File: config.mk
export PLATFORM = sky130hd
export DESIGN_NAME = battery_voltage_gauge
export DESIGN_NICKNAME = d
export VERILOG_FILES = /design/src/rtl/core/bvg_pkg.sv /design/src/rtl/core/battery_voltage_gauge.sv
export SDC_FILE = /design/constraint.sdc
export NUM_CORES = 1
export LEC_CHECK = 0
export ABC_AREA = 1
export BUFFER_PORTS_ARGS = -buffer_cell sky130_fd_sc_hd__buf_4
export CAP_MARGIN = 20
export CORE_UTILIZATION = 25
export DETAILED_ROUTE_END_ITERATION = 8
export MAX_ROUTING_LAYER = met4
export SYNTH_ARGS = -nofsm -noshare
export SYNTH_HDL_FRONTEND = slang
export SYNTH_SLANG_ARGS = --single-unit
File: constraint.sdc
create_clock -name clk -period 3.6 [get_ports clk]
set_input_delay 0.54 -clock clk [delete_from_list [all_inputs] [get_ports clk]]
set_output_delay 0.54 -clock clk [all_outputs]
set_load 0.02 [all_outputs]
File: src/rtl/core/bvg_pkg.sv
// Constants and discharge table shared by the battery voltage gauge.
`timescale 1ns / 1ps

package bvg_pkg;

    // Burst length default and field widths
    localparam int READS_PER_BURST_DEF = 8;
    localparam int SAMPLE_W            = 16;
    localparam int SUM_W               = 24;
    localparam int COUNT_W             = 7;
    localparam int ATTEMPT_W           = 6;
    localparam int MV_W                = 16;
    localparam int PCT_W               = 7;
    localparam int RES_W               = 5;

    // Configuration port
    localparam int CFG_INDEX_W = 8;
    localparam int CFG_DATA_W  = 16;
    localparam logic [CFG_INDEX_W-1:0] REG_FULL_SCALE = 8'd0;
    localparam logic [CFG_INDEX_W-1:0] REG_RESOLUTION = 8'd1;
    localparam logic [15:0] FULL_SCALE_RESET = 16'd3600;
    localparam logic [4:0]  RESOLUTION_RESET = 5'd12;

    // Serial datapath widths
    localparam int PROD_W = 32;
    localparam int DVD_W  = 27;
    localparam int DSR_W  = 9;
    localparam int STEP_W = 5;
    localparam logic [STEP_W-1:0] MUL_STEPS = 5'd16;
    localparam logic [STEP_W-1:0] DIV_STEPS = 5'd27;

    // Resistor divider ratio
    localparam logic [15:0]      DIV_NUM = 16'd1510;
    localparam logic [DSR_W-1:0] DIV_DEN = 9'd510;

    // Lithium discharge curve, highest voltage first
    localparam int TABLE_LEN = 11;
    localparam logic [MV_W-1:0] CURVE_MV [TABLE_LEN] = '{
        16'd4150, 16'd4050, 16'd3950, 16'd3850, 16'd3800, 16'd3750,
        16'd3700, 16'd3650, 16'd3550, 16'd3400, 16'd3200
    };
    localparam logic [PCT_W-1:0] CURVE_PCT [TABLE_LEN] = '{
        7'd100, 7'd90, 7'd75, 7'd60, 7'd50, 7'd40,
        7'd30, 7'd20, 7'd10, 7'd5, 7'd0
    };
    localparam logic [PCT_W-1:0] PCT_FULL = 7'd100;

endpackage

File: src/rtl/core/battery_voltage_gauge.sv
// Battery voltage gauge: burst averaging, millivolt scaling and charge lookup.
`timescale 1ns / 1ps
//
// Usage: each item on the input channel (in_valid/in_ready) is one ADC attempt,
// read_ok plus a signed raw_sample. Good samples are summed over a burst of
// READS_PER_BURST attempts. After the last attempt one result goes out on the
// output channel (out_valid/out_ready): battery_millivolts, charge_percent and
// no_good_reads. Attempts that are not last in a burst give no result.
// Registers are written over cfg_valid/cfg_ready (cfg_ready is always high):
// index 0 is the full scale in mV, index 1 the resolution shift.
// Timing: after the last attempt of a burst in_ready drops while a bit-serial
// sequencer runs: a decision step, a restoring divide for the average, a
// shift-add multiply by the full scale, one-bit right shifts by the resolution,
// a multiply by 1510, a divide by 510, a table step, and for voltages inside
// the curve a multiply and a divide, then a step to post. A burst with no good
// reads or a sum that is not positive goes from the decision to the table step.
// One serial divider and one serial multiplier serve these steps. A finished
// result sits in the output register while the next burst is collected; if it
// is still untaken when the next one is ready, the sequencer waits and in_ready
// stays low. Reset clears the accumulators, the output valid and sets the
// registers to 3600 mV and 12 bits.
//
module battery_voltage_gauge #(
    parameter int READS_PER_BURST = bvg_pkg::READS_PER_BURST_DEF
) (
    input  logic                                clk,
    input  logic                                rst_n,
    // configuration write channel
    input  logic                                cfg_valid,
    output logic                                cfg_ready,
    input  logic [bvg_pkg::CFG_INDEX_W-1:0]     cfg_index,
    input  logic [bvg_pkg::CFG_DATA_W-1:0]      cfg_data,
    // attempt channel
    input  logic                                in_valid,
    output logic                                in_ready,
    input  logic                                read_ok,
    input  logic signed [bvg_pkg::SAMPLE_W-1:0] raw_sample,
    // result channel
    output logic                                out_valid,
    input  logic                                out_ready,
    output logic [bvg_pkg::MV_W-1:0]            battery_millivolts,
    output logic [bvg_pkg::PCT_W-1:0]           charge_percent,
    output logic                                no_good_reads
);

    typedef enum logic [3:0] {
        ST_ACC,
        ST_START,
        ST_AVG_DIV,
        ST_PIN_MUL,
        ST_SHIFT,
        ST_BAT_MUL,
        ST_BAT_DIV,
        ST_PCT_SEL,
        ST_PCT_MUL,
        ST_PCT_DIV,
        ST_DONE
    } state_t;

    localparam logic [bvg_pkg::ATTEMPT_W-1:0] LAST_ATTEMPT =
        bvg_pkg::ATTEMPT_W'(READS_PER_BURST - 1);

    state_t state_reg, state_next;

    logic [15:0]                        full_scale_reg, full_scale_next;
    logic [bvg_pkg::RES_W-1:0]          resolution_reg, resolution_next;
    logic signed [bvg_pkg::SUM_W-1:0]   sum_reg, sum_next;
    logic [bvg_pkg::COUNT_W-1:0]        count_reg, count_next;
    logic [bvg_pkg::ATTEMPT_W-1:0]      attempt_reg, attempt_next;

    logic [bvg_pkg::DVD_W-1:0]          dvd_reg, dvd_next;
    logic [bvg_pkg::DSR_W-1:0]          dsr_reg, dsr_next;
    logic [bvg_pkg::DSR_W-1:0]          rem_reg, rem_next;
    logic [bvg_pkg::PROD_W-1:0]         prod_reg, prod_next;
    logic [15:0]                        mcand_reg, mcand_next;
    logic [15:0]                        mplier_reg, mplier_next;
    logic [bvg_pkg::STEP_W-1:0]         step_reg, step_next;

    logic [bvg_pkg::MV_W-1:0]           mv_reg, mv_next;
    logic [bvg_pkg::PCT_W-1:0]          pct_reg, pct_next;
    logic                               none_reg, none_next;
    logic [3:0]                         seg_reg, seg_next;

    logic                               out_valid_reg, out_valid_next;
    logic [bvg_pkg::MV_W-1:0]           out_mv_reg, out_mv_next;
    logic [bvg_pkg::PCT_W-1:0]          out_pct_reg, out_pct_next;
    logic                               out_none_reg, out_none_next;

    // Serial step results
    logic [bvg_pkg::DSR_W:0]            div_trial;
    logic                               div_ge;
    logic [bvg_pkg::DSR_W-1:0]          div_rem_step;
    logic [bvg_pkg::DVD_W-1:0]          div_dvd_step;
    logic [bvg_pkg::PROD_W-1:0]         mul_prod_step;
    logic [3:0]                         seg_find;
    logic [3:0]                         seg_prev;
    logic [bvg_pkg::MV_W-1:0]           seg_dv;
    logic                               in_fire;

    assign cfg_ready          = 1'b1;
    assign in_ready           = (state_reg == ST_ACC);
    assign in_fire            = in_valid && in_ready;
    assign out_valid          = out_valid_reg;
    assign battery_millivolts = out_mv_reg;
    assign charge_percent     = out_pct_reg;
    assign no_good_reads      = out_none_reg;

    // Restoring divide step: one quotient bit per cycle
    always_comb
    begin
        div_trial    = {rem_reg, dvd_reg[bvg_pkg::DVD_W-1]};
        div_ge       = (div_trial >= {1'b0, dsr_reg});
        div_rem_step = div_ge ? bvg_pkg::DSR_W'(div_trial - {1'b0, dsr_reg})
                              : bvg_pkg::DSR_W'(div_trial);
        div_dvd_step = {dvd_reg[bvg_pkg::DVD_W-2:0], div_ge};
    end

    // Shift-add multiply step, multiplier MSB first
    always_comb
    begin
        mul_prod_step = {prod_reg[bvg_pkg::PROD_W-2:0], 1'b0}
                      + (mplier_reg[15] ? {16'd0, mcand_reg} : {bvg_pkg::PROD_W{1'b0}});
    end

    // Find the curve segment that holds the voltage
    always_comb
    begin
        seg_find = 4'd1;
        for (int i = bvg_pkg::TABLE_LEN - 1; i >= 1; i--)
        begin
            if (mv_reg >= bvg_pkg::CURVE_MV[i])
            begin
                seg_find = 4'(i);
            end
        end
    end

    // Voltage span of the stored segment
    always_comb
    begin
        seg_prev = 4'(seg_reg - 4'd1);
        seg_dv   = bvg_pkg::CURVE_MV[seg_prev] - bvg_pkg::CURVE_MV[seg_reg];
    end

    // Sequencer and datapath next values
    always_comb
    begin
        state_next      = state_reg;
        full_scale_next = full_scale_reg;
        resolution_next = resolution_reg;
        sum_next        = sum_reg;
        count_next      = count_reg;
        attempt_next    = attempt_reg;
        dvd_next        = dvd_reg;
        dsr_next        = dsr_reg;
        rem_next        = rem_reg;
        prod_next       = prod_reg;
        mcand_next      = mcand_reg;
        mplier_next     = mplier_reg;
        step_next       = step_reg;
        mv_next         = mv_reg;
        pct_next        = pct_reg;
        none_next       = none_reg;
        seg_next        = seg_reg;
        out_valid_next  = out_valid_reg;
        out_mv_next     = out_mv_reg;
        out_pct_next    = out_pct_reg;
        out_none_next   = out_none_reg;

        // Take register writes; unknown indexes drop
        if (cfg_valid && cfg_ready)
        begin
            if (cfg_index == bvg_pkg::REG_FULL_SCALE)
            begin
                full_scale_next = cfg_data;
            end
            else if (cfg_index == bvg_pkg::REG_RESOLUTION)
            begin
                resolution_next = cfg_data[bvg_pkg::RES_W-1:0];
            end
        end

        // Release the output register once the item is taken
        if (out_valid_reg && out_ready)
        begin
            out_valid_next = 1'b0;
        end

        case (state_reg)
            ST_ACC:
            begin
                // Accumulate good samples, close the burst on its last attempt
                if (in_fire)
                begin
                    if (read_ok)
                    begin
                        sum_next   = sum_reg + bvg_pkg::SUM_W'(raw_sample);
                        count_next = count_reg + 1'b1;
                    end
                    if (attempt_reg == LAST_ATTEMPT)
                    begin
                        attempt_next = '0;
                        state_next   = ST_START;
                    end
                    else
                    begin
                        attempt_next = attempt_reg + 1'b1;
                    end
                end
            end
            ST_START:
            begin
                // Decide the special cases, else start the average divide
                none_next = (count_reg == '0);
                if ((count_reg == '0) || sum_reg[bvg_pkg::SUM_W-1] || (sum_reg == '0))
                begin
                    mv_next    = '0;
                    state_next = ST_PCT_SEL;
                end
                else
                begin
                    dvd_next   = bvg_pkg::DVD_W'(sum_reg[bvg_pkg::SUM_W-2:0]);
                    dsr_next   = bvg_pkg::DSR_W'(count_reg);
                    rem_next   = '0;
                    step_next  = bvg_pkg::DIV_STEPS;
                    state_next = ST_AVG_DIV;
                end
                sum_next   = '0;
                count_next = '0;
            end
            ST_AVG_DIV:
            begin
                dvd_next  = div_dvd_step;
                rem_next  = div_rem_step;
                step_next = step_reg - 1'b1;
                if (step_reg == 5'd1)
                begin
                    // Average is below 2^15: multiply it by the full scale
                    mcand_next  = div_dvd_step[15:0];
                    mplier_next = full_scale_reg;
                    prod_next   = '0;
                    step_next   = bvg_pkg::MUL_STEPS;
                    state_next  = ST_PIN_MUL;
                end
            end
            ST_PIN_MUL:
            begin
                prod_next   = mul_prod_step;
                mplier_next = {mplier_reg[14:0], 1'b0};
                step_next   = step_reg - 1'b1;
                if (step_reg == 5'd1)
                begin
                    step_next  = resolution_reg;
                    state_next = ST_SHIFT;
                end
            end
            ST_SHIFT:
            begin
                // Shift one bit per cycle, then clamp pin mV and scale by 1510
                if (step_reg == '0)
                begin
                    mcand_next  = (|prod_reg[bvg_pkg::PROD_W-1:16]) ? 16'hFFFF
                                                                     : prod_reg[15:0];
                    mplier_next = bvg_pkg::DIV_NUM;
                    prod_next   = '0;
                    step_next   = bvg_pkg::MUL_STEPS;
                    state_next  = ST_BAT_MUL;
                end
                else
                begin
                    prod_next = {1'b0, prod_reg[bvg_pkg::PROD_W-1:1]};
                    step_next = step_reg - 1'b1;
                end
            end
            ST_BAT_MUL:
            begin
                prod_next   = mul_prod_step;
                mplier_next = {mplier_reg[14:0], 1'b0};
                step_next   = step_reg - 1'b1;
                if (step_reg == 5'd1)
                begin
                    dvd_next   = mul_prod_step[bvg_pkg::DVD_W-1:0];
                    dsr_next   = bvg_pkg::DIV_DEN;
                    rem_next   = '0;
                    step_next  = bvg_pkg::DIV_STEPS;
                    state_next = ST_BAT_DIV;
                end
            end
            ST_BAT_DIV:
            begin
                dvd_next  = div_dvd_step;
                rem_next  = div_rem_step;
                step_next = step_reg - 1'b1;
                if (step_reg == 5'd1)
                begin
                    // Saturate the battery voltage at 16 bits
                    mv_next    = (|div_dvd_step[bvg_pkg::DVD_W-1:16]) ? 16'hFFFF
                                                                       : div_dvd_step[15:0];
                    state_next = ST_PCT_SEL;
                end
            end
            ST_PCT_SEL:
            begin
                // Clamp ends of the curve, else interpolate inside a segment
                if (mv_reg < bvg_pkg::CURVE_MV[bvg_pkg::TABLE_LEN-1])
                begin
                    pct_next   = '0;
                    state_next = ST_DONE;
                end
                else if (mv_reg >= bvg_pkg::CURVE_MV[0])
                begin
                    pct_next   = bvg_pkg::PCT_FULL;
                    state_next = ST_DONE;
                end
                else
                begin
                    seg_next    = seg_find;
                    mcand_next  = mv_reg - bvg_pkg::CURVE_MV[seg_find];
                    mplier_next = 16'(bvg_pkg::CURVE_PCT[4'(seg_find - 4'd1)]
                                    - bvg_pkg::CURVE_PCT[seg_find]);
                    prod_next   = '0;
                    step_next   = bvg_pkg::MUL_STEPS;
                    state_next  = ST_PCT_MUL;
                end
            end
            ST_PCT_MUL:
            begin
                prod_next   = mul_prod_step;
                mplier_next = {mplier_reg[14:0], 1'b0};
                step_next   = step_reg - 1'b1;
                if (step_reg == 5'd1)
                begin
                    dvd_next   = mul_prod_step[bvg_pkg::DVD_W-1:0];
                    dsr_next   = seg_dv[bvg_pkg::DSR_W-1:0];
                    rem_next   = '0;
                    step_next  = bvg_pkg::DIV_STEPS;
                    state_next = ST_PCT_DIV;
                end
            end
            ST_PCT_DIV:
            begin
                dvd_next  = div_dvd_step;
                rem_next  = div_rem_step;
                step_next = step_reg - 1'b1;
                if (step_reg == 5'd1)
                begin
                    pct_next   = bvg_pkg::CURVE_PCT[seg_reg]
                               + div_dvd_step[bvg_pkg::PCT_W-1:0];
                    state_next = ST_DONE;
                end
            end
            ST_DONE:
            begin
                // Post the result once the output register is free
                if (!out_valid_reg || out_ready)
                begin
                    out_valid_next = 1'b1;
                    out_mv_next    = mv_reg;
                    out_pct_next   = pct_reg;
                    out_none_next  = none_reg;
                    state_next     = ST_ACC;
                end
            end
            default:
            begin
                state_next = ST_ACC;
            end
        endcase
    end

    // State, control and payload registers
    always_ff @(posedge clk or negedge rst_n)
    begin
        if (!rst_n)
        begin
            state_reg      <= ST_ACC;
            full_scale_reg <= bvg_pkg::FULL_SCALE_RESET;
            resolution_reg <= bvg_pkg::RESOLUTION_RESET;
            sum_reg        <= '0;
            count_reg      <= '0;
            attempt_reg    <= '0;
            step_reg       <= '0;
            out_valid_reg  <= 1'b0;
        end
        else
        begin
            state_reg      <= state_next;
            full_scale_reg <= full_scale_next;
            resolution_reg <= resolution_next;
            sum_reg        <= sum_next;
            count_reg      <= count_next;
            attempt_reg    <= attempt_next;
            step_reg       <= step_next;
            out_valid_reg  <= out_valid_next;
        end
    end

    always_ff @(posedge clk)
    begin
        dvd_reg      <= dvd_next;
        dsr_reg      <= dsr_next;
        rem_reg      <= rem_next;
        prod_reg     <= prod_next;
        mcand_reg    <= mcand_next;
        mplier_reg   <= mplier_next;
        mv_reg       <= mv_next;
        pct_reg      <= pct_next;
        none_reg     <= none_next;
        seg_reg      <= seg_next;
        out_mv_reg   <= out_mv_next;
        out_pct_reg  <= out_pct_next;
        out_none_reg <= out_none_next;
    end

    // Good reads never outnumber the attempts taken so far
    assert property (@(posedge clk) disable iff (!rst_n)
        (state_reg == ST_ACC) |-> (count_reg <= {1'b0, attempt_reg}))
        else $error("good read count exceeds attempts in burst");

    // The last attempt of a burst closes it and stops intake
    assert property (@(posedge clk) disable iff (!rst_n)
        (in_fire && (attempt_reg == LAST_ATTEMPT)) |=> ((attempt_reg == '0) && !in_ready))
        else $error("burst did not close on its last attempt");

    // A burst without good reads reports zero voltage and charge
    assert property (@(posedge clk) disable iff (!rst_n)
        (out_valid && no_good_reads) |-> ((battery_millivolts == '0) && (charge_percent == '0)))
        else $error("empty burst reported a nonzero result");

    // Charge stays within the curve and tops out at or above its first point
    assert property (@(posedge clk) disable iff (!rst_n)
        out_valid |-> ((charge_percent <= bvg_pkg::PCT_FULL)
                       && ((battery_millivolts < bvg_pkg::CURVE_MV[0])
                           || (charge_percent == bvg_pkg::PCT_FULL))))
        else $error("charge percent out of range");

endmodule
==> results by group, run 1 <==
Layout
  • Share of post-route cells with drive strength above 1: 21.7%
  • Layout Cells excl Fill: 2957
  • Core Util, Final: 32.3%
  • Antenna cells: 0
  • Commonest non-fill, non-tap cell in the layout: nand2_1
  • Max reg flops: 32
  • Area Overhead vs Synth: 27.4%
  • Fin nets: 2305
  • Most frequent cells in the layout: 396 x nand2_1, 253 x buf_4, 249 x inv_1

STA
  • Final setup TNS: -2.74 ns
  • Max-slew violations: 0
  • Final setup vio count: 23
  • Max-slew headroom: 31.4%
  • Final period utilization: 106%
  • Hold Fails Final Rpt: 0
  • Clk_skew: 0.0222 ns
  • Final worst slack: -0.205 ns
  • Slew @ Worst Pin: 1.03 ns
  • Min Tclk post-route: 3.81 ns
  • RSZ-0062 raised after global routing: yes
  • FMAX: 263 MHz

Clock network
  • Clk pin slew, worst setup/hold paths: 0.06 ns
  • Clk root buf: clkbuf_16
  • H-Tree Depth: 1
  • CTS tree: done
  • Clock Path Buffers: 3
  • Clock sink count: 229
  • Clock buffer count from CTS: 25
  • Clk Latency, worst-skew pair: 0.57 ns

Worst setup path
  • Setup Crit Path Kind: register to register
  • R2r setup slk: -0.21 ns
  • RR Endpoint: mplier_reg[7]$_DFFE_PP_
  • Crit-path max FO: 6
  • CP Launch Type: register
  • Origin of the critical flop-to-flop path: mv_reg[4]$_SDFFCE_PN0P_
  • R2R cell count: 27
  • Crit path arrival time: 4.21 ns
  • Data required, critical path: 4.01 ns
  • Crit path capture type: register

Synth
  • Post-Syn Area: 15300 um2
  • Register area share after synthesis: between 40% and 50%
  • Ys flop type: edfxtp_1
  • Top-area cell type share of the netlist area: 31.6%
  • Seq cells post-synth: around 230
  • EDFF count, synth: 161
  • Synth area leaders: edfxtp_1 32%, nand2_1 10%, dfrtp_1 10%, ha_1 7.8%, o21ai_0 6.5%
  • Syn_nets: 2058
  • Synthesized instance count: about 1900
  • Synthesized area per cell: 8.03 um2
  • Area leader, netlist: edfxtp_1
  • Yosys warnings: 0
  • Distinct cells, synth: 56
  • Async set or reset register ratio after synthesis: roughly 30%

Die
  • Die width: 250 um
  • DIE AREA: between 60000 and 70000 um2
  • Initial Util: 25.3%
  • Chip height: 250 um
  • Core ar.: just over 60000 um2
  • Cell Rows: 90
  • # IOs: 73

Global route
  • Antenna violations before repair: 0
  • Total grt overflow: 0
  • Largest net degree at the start of global routing: 69
  • Total GRT Usage: between 10% and 20%
  • Vias in the first global route: around 14000
  • First-pass GRT wire length: 75900 um

Drt
  • Residual DRC: 0
  • Final WL: 47800 um
  • DR iter-0 viols: approximately 1100
  • Drt wl/cell: 16.2 um
  • ANT nets after route: 0
  • Via/cell ratio: 4.82
  • DR vias: 14300
  • Pre-Repair DR Iteration Count: 5

Placed design
  • DP Cell Count: 2877
  • Number of port buffers: 71
  • Detailed Place HPWL: ~37000 um
  • Routability Congestion: between 0.9 and 1
  • Place WS: -0.372 ns

Power and ir drop
  • Worst vdd ir: 300 uV
  • PwrDens: 288 nW/um2
  • Lkg Pwr: 8.85 nW

Outcome
  • Status: finished with violations
  • Violated checks: setup timing

Run
  • # Max-Cap Violations: 0

Min path
  • Worst min path class: input port to async pin
==> cell type report <==
cell class,count,area (um2)
Timing Repair Buffer,259,1980
Inverter,274,1030
Tap cell,782,978
Clock buffer,31,658
Fill cell,6231,40900
Sequential cell,229,6540
Multi-Input combinational cell,1367,8210
Clock inverter,15,125
==> synth_stat cells (all sizes together), types with 5 or more instances <==
cell type  number
o31ai           5
nor3           33
o21ai         202
o22ai          14
edfxtp        161
nand3          98
a31oi          10
mux2           11
xnor2          17
clkinv          5
o211ai         22
a21oi         126
o21a            6
a211oi          6
nand2         422
dfrtp          62
dfstp           6
clkbuf         23
ha             96
a21o            6
o221ai         16
fa              7
nor4           20
or2            12
inv           269
nor2          166
buf            16
nand4          14
xor2           24
==> stage by stage <==
step	instance area, um2	power (W)	hold slack, ns
CTS	19300	0.00570	0.164
finish	19500	0.00563	0.129
global route	19500	0.00584	0.197
detailed placement	18000	0.00319	0.405
floorplan	15400	0.00306	0.244
global placement	17900	0.00318	0.406
==> where the power goes <==
| part | internal, W | switching, W | leakage (nW) | total (W) |
|---|---|---|---|---|
| clock | 0.00138 | 0.00111 | 0.376 | 0.00250 |
| sequential | 0.00283 | 0.0000211 | 2.32 | 0.00285 |
| combinational | 0.000113 | 0.000175 | 6.16 | 0.000289 |
==> kinds of logic (layout without fill, tap and decap cells) <==
kind of cell	count (synthesis)	after routing	share of synthesized area, %
AO/OA/AOI/OAI	439	439	16.3
XOR/XNOR	41	41	2.34
other	1	1	0.0245
multiplexers	11	11	0.809
AND/OR/NAND/NOR	772	772	21.2
flip-flops	229	229	42.7
adder cells (fa/ha/maj)	103	103	8.75
buffers and inverters	313	579	7.79
==> critical path: stages (launching register included) <==
cell	delay, ns
edfxtp_1	0.50
nor2_2	0.19
nand2_1	0.09
o21ai_2	0.16
a21oi_4	0.08
buf_4	0.15
nand2_2	0.06
nand2_1	0.07
nand2_2	0.08
nand2_2	0.07
buf_4	0.15
ha_4	0.28
inv_1	0.07
a21oi_2	0.16
o21ai_1	0.09
nand2_1	0.14
ha_1	0.27
nand3_2	0.09
nand2_2	0.06
nand2_1	0.06
nand2_1	0.06
a21oi_2	0.15
nor2_2	0.05
o21ai_1	0.12
nand2_1	0.10
o21ai_1	0.10
inv_1	0.09
a21oi_1	0.15
==> per-layer routing <==
layer | GRT usage, % | vias up | part of all wire, %
met5 | - | - | 0
met4 | 4.34 | 0 | 2.5
met3 | 2.08 | 87 | 5.2
met2 | 26.3 | 406 | 48
met1 | 18.9 | 6768 | 44
li1 | - | 7004 | -
==> how the worst max path moves through the flow <==
stage	from	end	slack [ns]	cells after the start
2_1_floorplan	mv_reg[13]$_SDFFCE_PN0P_	mcand_reg[15]$_DFFE_PP_	-0.07	26
3_3_place_gp	mv_reg[4]$_SDFFCE_PN0P_	mcand_reg[8]$_DFFE_PP_	-0.36	28
3_5_place_dp	mv_reg[10]$_SDFFCE_PN0P_	mcand_reg[8]$_DFFE_PP_	-0.37	22
4_1_cts	mv_reg[5]$_SDFFCE_PN0P_	mcand_reg[15]$_DFFE_PP_	-0.15	28
5_1_grt	mv_reg[6]$_SDFFCE_PN0P_	mplier_reg[8]$_DFFE_PP_	-0.54	28
6_report	mv_reg[4]$_SDFFCE_PN0P_	mplier_reg[7]$_DFFE_PP_	-0.21	27
==> timing repair <==
item | CTS | global route
setup buffers | 29 | 5
setup endpoints to repair | 23 | 30
resized for setup | 83 | 51
pin swaps | 40 | 25
endpoints found under the hold margin | 0 | 0
hold buffers | 0 | 0
(Power assumes the default switching activity.)
==> inputs of run 2 (changes only) <==
--- a/config.mk
+++ b/config.mk
@@ -10,7 +10,9 @@
 export CAP_MARGIN = 20
 export CORE_UTILIZATION = 25
 export DETAILED_ROUTE_END_ITERATION = 8
+export GPL_TIMING_DRIVEN = 0
 export MAX_ROUTING_LAYER = met4
+export RECOVER_POWER = 50
 export SYNTH_ARGS = -nofsm -noshare
 export SYNTH_HDL_FRONTEND = slang
 export SYNTH_SLANG_ARGS = --single-unit
==> results by group, run 2 (synthesized netlist as in run 1, its figures left out) <==
Die
  • DIE AREA: 62300 um2 (unchanged)
  • Core ar.: 60500 um2 (unchanged)
  • Cell Rows: 90 (unchanged)
  • Initial Util: 25.3% (unchanged)
  • Chip height: 250 um (unchanged)
  • # IOs: 73 (unchanged)
  • Die width: 250 um (unchanged)

Placed design
  • Detailed Place HPWL: 34700 um (was 36500 um)
  • Number of port buffers: 71 (unchanged)
  • Routability Congestion: 0.937 (was 0.941)
  • Place WS: -0.850 ns (was -0.372 ns)

Global route
  • Total GRT Usage: 15.3% (was 15.4%)
  • Total grt overflow: 0 (unchanged)
  • Antenna violations before repair: 0 (unchanged)
  • First-pass GRT wire length: 73800 um (was 75900 um)
  • Largest net degree at the start of global routing: 69 (unchanged)
  • Vias in the first global route: 13600 (was 14300)

Worst setup path
  • CP Launch Type: register (unchanged)
  • Crit-path max FO: 5 (was 6)
  • Setup Crit Path Kind: register to register (unchanged)
  • R2r setup slk: -0.44 ns (was -0.21 ns)
  • Data required, critical path: 3.91 ns (was 4.01 ns)
  • R2R cell count: 26 (was 27)
  • RR Endpoint: mcand_reg[15]$_DFFE_PP_ (was mplier_reg[7]$_DFFE_PP_)
  • Crit path from: mv_reg[13]$_SDFFCE_PN0P_ (was mv_reg[4]$_SDFFCE_PN0P_)
  • Crit path arrival time: 4.35 ns (was 4.21 ns)
  • Origin of the critical flop-to-flop path: mv_reg[13]$_SDFFCE_PN0P_ (was mv_reg[4]$_SDFFCE_PN0P_)
  • Crit path capture type: register (unchanged)

STA
  • FMAX: 248 MHz (was 263 MHz)
  • Final period utilization: 112% (was 106%)
  • Max-slew violations: 0 (unchanged)
  • Slew @ Worst Pin: 0.882 ns (was 1.03 ns)
  • Final worst slack: -0.440 ns (was -0.205 ns)
  • Hold Fails Final Rpt: 0 (unchanged)
  • Min Tclk post-route: 4.04 ns (was 3.81 ns)
  • RSZ-0062 raised after global routing: yes (unchanged)
  • Fin Hold WS: 0.192 ns (was 0.129 ns)
  • Clk_skew: 0.0147 ns (was 0.0222 ns)
  • Final setup vio count: 23 (unchanged)
  • Max-slew headroom: 41.2% (was 31.4%)

Clock network
  • H-Tree Depth: 1 (unchanged)
  • Clk root buf: clkbuf_16 (unchanged)
  • CTS tree: done (unchanged)
  • Clock buffer count from CTS: 27 (was 25)
  • Clock Path Buffers: 3 (unchanged)
  • Clock sink count: 229 (unchanged)
  • Clk pin slew, worst setup/hold paths: 0.06 ns (about the same)
  • Clk Latency, worst-skew pair: 0.58 ns (was 0.57 ns)

Drt
  • DR iter-0 viols: 1171 (was 1105)
  • Via/cell ratio: 4.76 (was 4.82)
  • Final WL: 46800 um (was 47800 um)
  • Residual DRC: 0 (unchanged)
  • Pre-Repair DR Iteration Count: 5 (unchanged)
  • DR vias: 13700 (was 14300)
  • ANT nets after route: 0 (unchanged)
  • Drt wl/cell: 16.3 um (was 16.2 um)

Power and ir drop
  • Lkg Pwr: 8.41 nW (was 8.85 nW)
  • PwrDens: 306 nW/um2 (was 288 nW/um2)
  • Worst vdd ir: 325 uV (was 300 uV)
  • Tot Pwr: 0.00579 W (was 0.00563 W)

Outcome
  • Violated checks: setup timing (unchanged)
  • Status: finished with violations (unchanged)

Layout
  • Area Overhead vs Synth: 23.6% (was 27.4%)
  • Antenna cells: 0 (unchanged)
  • Fillers: 6343 (was 6231)
  • Share of post-route cells with drive strength above 1: 17.7% (was 21.7%)
  • Fin nets: 2224 (was 2305)
  • Commonest non-fill, non-tap cell in the layout: nand2_1 (unchanged)
  • Register Area: 6540 um2 (unchanged)
  • Max reg flops: 32 (unchanged)
  • Area of the multi-input gates: 8280 um2 (was 8210 um2)
  • Most frequent cells in the layout: 395 x nand2_1, 247 x inv_1, 183 x o21ai_0 (was 396 x nand2_1, 253 x buf_4, 249 x inv_1)

Min path
  • Worst Hold Launch: out_ready
  • End of the worst hold path: out_valid$_DFF_PN0_
  • Hold path cells: 2
  • Worst min path class: input port to register (was input port to async pin)

Run
  • # Max-Cap Violations: 0 (unchanged)
## run 2: stage by stage
| step | utilization, % | setup TNS [ns] | instances | area [um2] |
|---|---|---|---|---|
| 2_1_floorplan | - | -0.213 | 1909 | 15400 |
| 3_3_place_gp | 28.0 | -58.19 | 2762 | 16900 |
| 3_5_place_dp | 28.2 | -15.15 | 2767 | 17000 |
| 4_1_cts | 30.8 | -2.95 | 2864 | 18600 |
| 5_1_grt | 31.3 | -13.64 | 2878 | 18900 |
| 6_report | 31.3 | -5.31 | 2878 | 18900 |
## run 2: report_power, final
part,internal (W),total [W],switching [W]
clock network,0.00145,0.00265,0.00120
registers,0.00283,0.00285,0.0000213
logic,0.000117,0.000293,0.000176
total,0.00439,0.00579,0.00140
## run 2: worst max-delay path, cell delays in order (launching register included)
cell and delay (ns):
edfxtp_1 0.48, nor2_4 0.18, nand3_4 0.14, inv_4 0.11, nand2_4 0.07, a21oi_4 0.15
nand2_1 0.07, nand2_1 0.05, nand2_1 0.04, nand2_1 0.08, nand2_2 0.09, a21boi_4 0.23
ha_4 0.19, inv_4 0.05, nand2_4 0.07, nand2_2 0.05, inv_2 0.07, ha_4 0.15
inv_4 0.05, fa_2 0.37, nand3_2 0.09, nand2_2 0.07, nand3_2 0.08, o2111ai_2 0.11
or3_4 0.42, o21ai_4 0.20, nand3_2 0.09
## run 2: worst max path at each step
stage / endpoint / slack, ns / cells after the start
after floorplan: mcand_reg[15]$_DFFE_PP_ / -0.07 / 26
after global placement: mplier_reg[10]$_DFFE_PP_ / -0.85 / 31
after detailed placement: mplier_reg[8]$_DFFE_PP_ / -0.85 / 33
after CTS: mcand_reg[15]$_DFFE_PP_ / -0.25 / 26
after global routing: mcand_reg[15]$_DFFE_PP_ / -0.65 / 25
final: mcand_reg[15]$_DFFE_PP_ / -0.44 / 26
## run 2: layout make-up
| class | instances | area share, % |
|---|---|---|
| clock buffer | 38 | 3.89 |
| clock inverter | 12 | 0.496 |
| tap | 782 | 5.17 |
| sequential | 229 | 34.6 |
| inverter | 274 | 5.52 |
| timing repair buffer | 138 | 5.76 |
| multi-input combinational | 1367 | 43.7 |
| buffer | 38 | 0.859 |
## run 2: metal layers
metal / wire (um) / up-vias / track usage, %
met3: 2440 / 81 / 2.08
met2: 21800 / 350 / 24.7
met1: 21200 / 6401 / 19.7
met4: 1330 / 0 / 4.69
met5: 0 / - / -
li1: - / 6872 / -
## run 2: repair_timing
action	in CTS	in global routing
setup endpoints to repair	33	45
hold buffers	0	1
pin swaps	40	37
setup buffers	48	12
endpoints found under the hold margin	0	5
resized for setup	97	65
